[src/rtl/bpa_pkg.sv]
// shared types and constants for the patch applier
package bpa_pkg;
    // request codes
    localparam logic [1:0] REQ_SRC  = 2'd0;
    localparam logic [1:0] REQ_PAT  = 2'd1;
    localparam logic [1:0] REQ_TICK = 2'd2;
    localparam logic [1:0] REQ_NONE = 2'd3;
    // status codes
    localparam logic [2:0] ST_OK     = 3'd0;
    localparam logic [2:0] ST_SMALL  = 3'd1;
    localparam logic [2:0] ST_MAGIC  = 3'd2;
    localparam logic [2:0] ST_PCRC   = 3'd3;
    localparam logic [2:0] ST_RANGE  = 3'd6;
    // actions
    localparam logic [1:0] ACT_SREAD = 2'd0;
    localparam logic [1:0] ACT_TREAD = 2'd1;
    localparam logic [1:0] ACT_SCOPY = 2'd2;
    // register indexes
    localparam logic [1:0] REG_PLEN   = 2'd0;
    localparam logic [1:0] REG_IGNORE = 2'd1;
    localparam logic [1:0] REG_STRICT = 2'd2;
    localparam int unsigned MIN_PATCH = 19;
    localparam int unsigned FOOTER_LEN = 12;
    localparam logic [31:0] CRC_POLY = 32'hEDB88320;

    // parse phases
    typedef enum logic [3:0] {
        PH_MAGIC, PH_SRCSIZE, PH_TGTSIZE, PH_METASIZE, PH_META, PH_CMD,
        PH_TREAD, PH_OFFSET, PH_COPY, PH_FOOTER, PH_DONE, PH_ERROR
    } t_phase;

    // controller commands to the datapath
    typedef struct packed {
        logic src_load;   // store a source byte
        logic pat_start;  // process a patch byte
        logic tick_rd;    // issue copy read
        logic tick_wr;    // complete copy write
        logic nop;        // item with no effect, report state only
    } t_cmd;

    // one-byte crc update, eight dependent narrow steps
    function automatic logic [31:0] crc_byte(input logic [31:0] crc, input logic [7:0] b);
        logic [31:0] c;
        c = crc ^ {24'd0, b};
        for (int i = 0; i < 8; i++) begin
            c = c[0] ? ((c >> 1) ^ CRC_POLY) : (c >> 1);
        end
        return c;
    endfunction
endpackage

[src/rtl/bpa_ctrl.sv]
// controller: sequences each item through its cycles
module bpa_ctrl (
    input  logic              i_clk,
    input  logic              i_rst_n,
    input  logic              i_start,
    input  logic [1:0]        i_req_type,
    input  logic              i_tick_ok,
    output logic              o_busy,
    output bpa_pkg::t_cmd     o_cmd
);
    typedef enum logic [1:0] {S_IDLE, S_READ, S_WRITE} t_state;
    t_state r_state;
    logic   r_rd_go;

    // state and registered commands
    always_ff @(posedge i_clk) begin
        if (!i_rst_n) begin
            r_state <= S_IDLE;
            r_rd_go <= 1'b0;
        end else begin
            r_rd_go <= 1'b0;
            case (r_state)
                S_IDLE: begin
                    if (i_start && i_req_type == bpa_pkg::REQ_TICK && i_tick_ok) begin
                        r_state <= S_READ;
                        r_rd_go <= 1'b1;
                    end
                end
                S_READ:  r_state <= S_WRITE;
                S_WRITE: r_state <= S_IDLE;
                default: r_state <= S_IDLE;
            endcase
        end
    end

    assign o_busy = (r_state != S_IDLE);
    always_comb begin
        o_cmd.src_load  = i_start && !o_busy && i_req_type == bpa_pkg::REQ_SRC;
        o_cmd.pat_start = i_start && !o_busy && i_req_type == bpa_pkg::REQ_PAT;
        o_cmd.tick_rd   = i_start && !o_busy && i_req_type == bpa_pkg::REQ_TICK
                          && i_tick_ok;
        o_cmd.tick_wr   = (r_state == S_WRITE) && !r_rd_go;
        // idle ticks and unused request codes still give a beat
        o_cmd.nop       = i_start && !o_busy &&
                          (i_req_type == bpa_pkg::REQ_NONE ||
                           (i_req_type == bpa_pkg::REQ_TICK && !i_tick_ok));
    end
endmodule

[config.mk]
export PLATFORM = sky130hd
export DESIGN_NAME = bpa_ctrl
export DESIGN_NICKNAME = d
export VERILOG_FILES = /design/src/rtl/bpa_pkg.sv /design/src/rtl/bpa_ctrl.sv
export SDC_FILE = /design/constraint.sdc
export NUM_CORES = 1
export LEC_CHECK = 0
export ABC_CLOCK_PERIOD_IN_PS = 1100
export BUFFER_PORTS_ARGS = -buffer_cell sky130_fd_sc_hd__buf_2
export CORE_AREA = 3 3 40 42
export DETAILED_ROUTE_END_ITERATION = 7
export DIE_AREA = 0 0 43 45
export PLACE_DENSITY = 0.31
export SLEW_MARGIN = 5
export SYNTH_ARGS = -nofsm -noshare
export SYNTH_HDL_FRONTEND = slang
export SYNTH_SLANG_ARGS = --single-unit
[constraint.sdc]
create_clock -name i_clk -period 1.1 [get_ports i_clk]
set_input_delay 0.22 -clock i_clk [delete_from_list [all_inputs] [get_ports i_clk]]
set_output_delay 0.22 -clock i_clk [all_outputs]
set_load 0.01 [all_outputs]
==> flow_summary.yaml, run 1 <==
synth:
  ys_seq_area_share_pct: 35.8
  syn_avg_cell_area_um2: 10.5
  postSynthCellCount: 16
  ys_warn_count: 0
  synth_top_family_by_area: "simple AND/OR/NAND/NOR gates"
  muxShareOfSynthArea_pct: 0
  synth_area_um2: 168
  synth-simple-area-share_pct: 59.0
  synth_xor_area_share_pct: 0
  yosys.area_share.adder_pct: 0
  synth.distinct_cells: 12
  synth-seq-cells: 3
  syn_nets: 22
  synth-compound-area-share_pct: 2.99
layout:
  mostFrequentLayoutCell: "buf_2"
  syn2layout_area_growth_pct: 96.3
  stdcell_count: 50
  nets: 42
  diodes: 0
  drive_gt1_share_pct: 77.1
  layout_common_cells: "10 x buf_2, 3 x clkbuf_4, 3 x buf_6"
critical_path:
  end_kind: "output port"
  rr_startpoint: "r_state[1]$_SDFFE_PN0P_"
  cp_max_fo: 3
  worstSetupEndpoint: "o_cmd[2]"
  cp_slowest_cell: "dfxtp_2"
  crit_type: "reg -> out"
  r2r-end: "r_rd_go$_SDFF_PN0_"
  arrival_ps: 1080
  crit_start: "r_state[1]$_SDFFE_PN0P_"
  crit_path_start_kind: "flop"
  rrSetupSlack_ps: 240
  rr_worst_depth: 3
  path_depth: 3
  required_ps: 880
  cp_cell_sequence: "nand4bb_4 > nor3b_2 > buf_2"
  max_stage_delay_ps: 310
  crit_family: "simple AND/OR/NAND/NOR gates"
  path_buf_inv: 1
hold_path:
  hold_start: "i_rst_n"
  hold_class: "in -> reg"
routing:
  drt_wl_total_um: 498
  drt-initial-drc-count: 3
  vias_per_cell: 3.74
  wire_per_inst_um: 9.96
  firstDrtPassIters: 2
  num_vias: 187
  ant_nets: 0
  drc: 0
clocking:
  h-tree-depth: 1
  cts_tree: "built"
  clk_pin_slew_ps: 40
  clock_latency_ps: 230
  clk_path_buf_depth: 2
  cts-buffers-inserted: 3
  cts_root_buf: "clkbuf_4"
  cts_sinks: 3
power_and_ir_drop:
  p_per_area_nw_per_um2: 1090
  ir_drop_uv: 489
  total_leakage_power_nw: 0.157
  power_uw: 360
floorplanning:
  dieArea_um2: 1940
  rows: 13
  initial_core_util_pct: 13.0
  io_pins: 12
  die_width_um: 43
  die_y_um: 45
  core_area_um2: 1280
sta:
  rsz0062_at_grt: "true"
  slew_violations: 0
  setup_tns_ps: -990
  worst_slack_ps: -201
  setup_viol: 6
  hold_viol: 0
  finalCritPeriodShare_pct: 118
  fin_worst_skew_ps: 1.13
  tightest_slew_ps: 118
  slew-limit-headroom_pct: 92.1
  fmax_mhz: 769
  min_period_ps: 1300
  timing.hold.ws_ps: 271
placement:
  place.gp.congestion: 0.755
  post-place-ws_ps: -2.40
  portBuffers: 11
  placed_cells_incl_taps: 44
global_route:
  grt_max_degree: 5
  grt_pass1_wl_um: 786
  gr-usage-all-layers_pct: 5.83
  antenna_found_initial: 0
  globalRoute.totalOverflow: 0
  grt_pass1_vias: 191
outcome:
  violations: "setup timing"
  outcome: "finished, violations left"
job:
  maxCapViolCount: 0
-- flip-flops by register name, summed over array words and instances, names as in the netlist --
signal,flops
r_rd_go,1
r_state,2
-- worst min-delay path by stage --
stage                               to  slack, ps  depth (start not counted)
2_1_floorplan       r_rd_go$_SDFF_PN0_        380                          2
3_3_place_gp   r_state[1]$_SDFFE_PN0P_        510                          2
3_5_place_dp   r_state[1]$_SDFFE_PN0P_        510                          2
4_1_cts        r_state[1]$_SDFFE_PN0P_        260                          2
5_1_grt        r_state[1]$_SDFFE_PN0P_        270                          2
6_report       r_state[1]$_SDFFE_PN0P_        270                          2
-- worst register-to-register path, cell delays in order, from the launching register on --
cell       delay [ps]
dfxtp_2           310
nand4bb_4         230
buf_4             160
nor2_1             90
-- cell usage after synthesis (all sizes together) --
cell     count  share of area (%)
a21oi        1                3.0
and3b        1                6.0
dfxtp        3                 36
inv          1                2.2
nand3b       1                4.5
nand4bb      1                 16
nor2         2                4.5
nor3         2                6.0
nor3b        2                 12
or2          1                5.2
or2b         1                4.5
-- layout make-up --
cell class | count | area (um^2)
clock buffer | 4 | 26.3
timing repair buffer | 15 | 98.8
tap | 15 | 18.8
inverter | 1 | 3.75
fill | 153 | 956
multi-input combinational | 12 | 119
sequential | 3 | 62.6
-- cells by family (layout without fill, tap and decap cells) --
family,count (synthesis),in the layout
flops,3,3
simple gates,11,11
compound gates,1,1
buf+inv,1,20
-- timing repair --
action,CTS,global route
pin swaps,6,3
setup buffers,2,1
resized for setup,7,2
setup endpoints to repair,6,6
hold buffers,0,0
-- report_power, final --
group / leakage (nW) / switching (mW) / internal [mW]
Clock: 0.0150 / 0.0570 / 0.136
Sequential: 0.0252 / 0.00109 / 0.111
Combinational: 0.117 / 0.0249 / 0.0298
-- metal layers --
metal / share of wire (%) / routed length (um) / vias to the layer above / track usage (%)
li1: - / - / 93 / -
met1: 50 / 247 / 82 / 7.00
met2: 40 / 197 / 12 / 7.19
met3: 11 / 53 / 0 / 3.19
met4: 0 / 0 / 0 / 5.42
met5: 0 / 0 / - / 0
-- through the flow --
step	cell area [um^2]	utilization [%]
after global routing	329	25.6
final	329	25.6
after floorplan	168	-
after CTS	325	25.3
after global placement	256	20.0
after detailed placement	256	20.0
(Power assumes the default switching activity.)
==> inputs of run 2 (changes only) <==
Settings changed: SKIP_CTS_REPAIR_TIMING from default to 1, SLEW_MARGIN 5 to 0.
==> run 2 against run 1 <==
Against the previous run: the run still ends with setup timing left; largest cell class unchanged; largest power group unchanged; global-route usage decreased by 0.33 points; flip-flop and latch count unchanged; register-to-register slack barely moved; combinational power shrank 5.1%; non-clock buffer count down 2; via count decreased by 8.0%; critical path depth unchanged.
==> flow_summary.yaml, run 2 (same netlist as run 1, synthesis figures left out) <==
sta:
  slew-limit-headroom_pct: 92.8
  finalCritPeriodShare_pct: 119
  setup_viol: 6
  min_period_ps: 1310
  hold_viol: 0
  tightest_slew_ps: 108
  rsz0062_at_grt: "true"
  worst_slack_ps: -207
  fmax_mhz: 765
  fin_worst_skew_ps: 1.13
  slew_violations: 0
clocking:
  cts_root_buf: "clkbuf_4"
  clock_latency_ps: 230
  clk_path_buf_depth: 2
  cts_sinks: 3
  cts-buffers-inserted: 3
  h-tree-depth: 1
  cts_tree: "built"
  clk_pin_slew_ps: 40
critical_path:
  arrival_ps: 1090
  cp_cell_sequence: "nand4bb_4 > nor3b_2 > buf_2"
  required_ps: 880
  end_kind: "output port"
  crit_path_start_kind: "flop"
  crit_start: "r_state[0]$_SDFFE_PN0P_"
  path_depth: 3
  cp_slowest_cell: "dfxtp_2"
  crit_family: "simple AND/OR/NAND/NOR gates"
  rr_worst_depth: 3
  cp_max_fo: 3
  crit_type: "reg -> out"
  rr_startpoint: "r_state[0]$_SDFFE_PN0P_"
  path_buf_inv: 1
  max_stage_delay_ps: 320
layout:
  largest_reg_flops: 2
  stdcell_count: 48
  syn2layout_area_growth_pct: 82.8
  mostFrequentLayoutCell: "buf_2"
  regMostFlops: "r_state"
  drive_gt1_share_pct: 75.8
  nets: 40
  layout_common_cells: "10 x buf_2, 3 x clkbuf_4"
  diodes: 0
  reg_top3: "r_state: 2 flops, r_rd_go: 1 flops"
  stdcell_area_um2: 307
floorplanning:
  dieArea_um2: 1940
  core_area_um2: 1280
  rows: 13
  io_pins: 12
  initial_core_util_pct: 13.0
  die_y_um: 45
  die_width_um: 43
routing:
  num_vias: 172
  firstDrtPassIters: 2
  drt_wl_total_um: 474
  drt-initial-drc-count: 3
  wire_per_inst_um: 9.88
  drc: 0
  vias_per_cell: 3.58
  ant_nets: 0
placement:
  place.gp.congestion: 0.755
  place_area_um2: 256
  portBuffers: 11
  post-place-ws_ps: -2.40
  placed_cells_incl_taps: 44
outcome:
  outcome: "finished, violations left"
  violations: "setup timing"
hold_path:
  hold_start: "i_rst_n"
  hold_class: "in -> reg"
  holdPathStages: 2
global_route:
  antenna_found_initial: 0
  globalRoute.totalOverflow: 0
  grt_pass1_vias: 170
  grt_max_degree: 5
  grt_pass1_wl_um: 731
  gr-usage-all-layers_pct: 5.50
job:
  maxCapViolCount: 0
power_and_ir_drop:
  p_per_area_nw_per_um2: 1170
  total_leakage_power_nw: 0.145
  power_uw: 357
  ir_drop_uv: 495
run 2: where the power goes:
part           switching (mW)  total (mW)  internal, mW
clock network          0.0571       0.193         0.136
registers            0.000988       0.112         0.111
logic                  0.0246      0.0520        0.0274
total                  0.0827       0.357         0.275
run 2: per-stage QoR:
step / setup TNS, ps / util (%) / hold WS [ps]
after global placement: 0 / 20.0 / 511
after detailed placement: -2.40 / 20.0 / 511
after floorplan: 0 / - / 383
after global routing: -1230 / 23.9 / 271
after CTS: -1190 / 22.0 / 264
final: -858 / 23.9 / 277
run 2: final timing paths:
kind	end	slack (ps)
setup / recovery	o_cmd[2]	-210
hold / removal	r_state[1]$_SDFFE_PN0P_	280
setup reg to reg	r_rd_go$_SDFF_PN0_	230
hold reg to reg	r_state[1]$_SDFFE_PN0P_	560
run 2: final cells by class:
| type | instances | area, um^2 |
|---|---|---|
| sequential | 3 | 62.6 |
| timing repair buffer | 13 | 76.3 |
| clock buffer | 4 | 26.3 |
| inverter | 1 | 3.75 |
| tap | 15 | 18.8 |
| multi-input combinational | 12 | 119 |
| fill | 155 | 978 |
run 2: worst register-to-register path, cell delays in order (launching register included):
cell       delay (ps)
dfxtp_2           320
nand4bb_4         240
buf_4             160
nor2_1            100
run 2: routing by layer:
metal	share of wire (%)	vias to the layer above	global-route usage, %	wire [um]
li1	-	89	-	-
met1	49	71	6.76	234
met2	38	12	6.29	179
met3	13	0	3.19	60
met4	0	0	5.42	0
met5	0	-	0	0
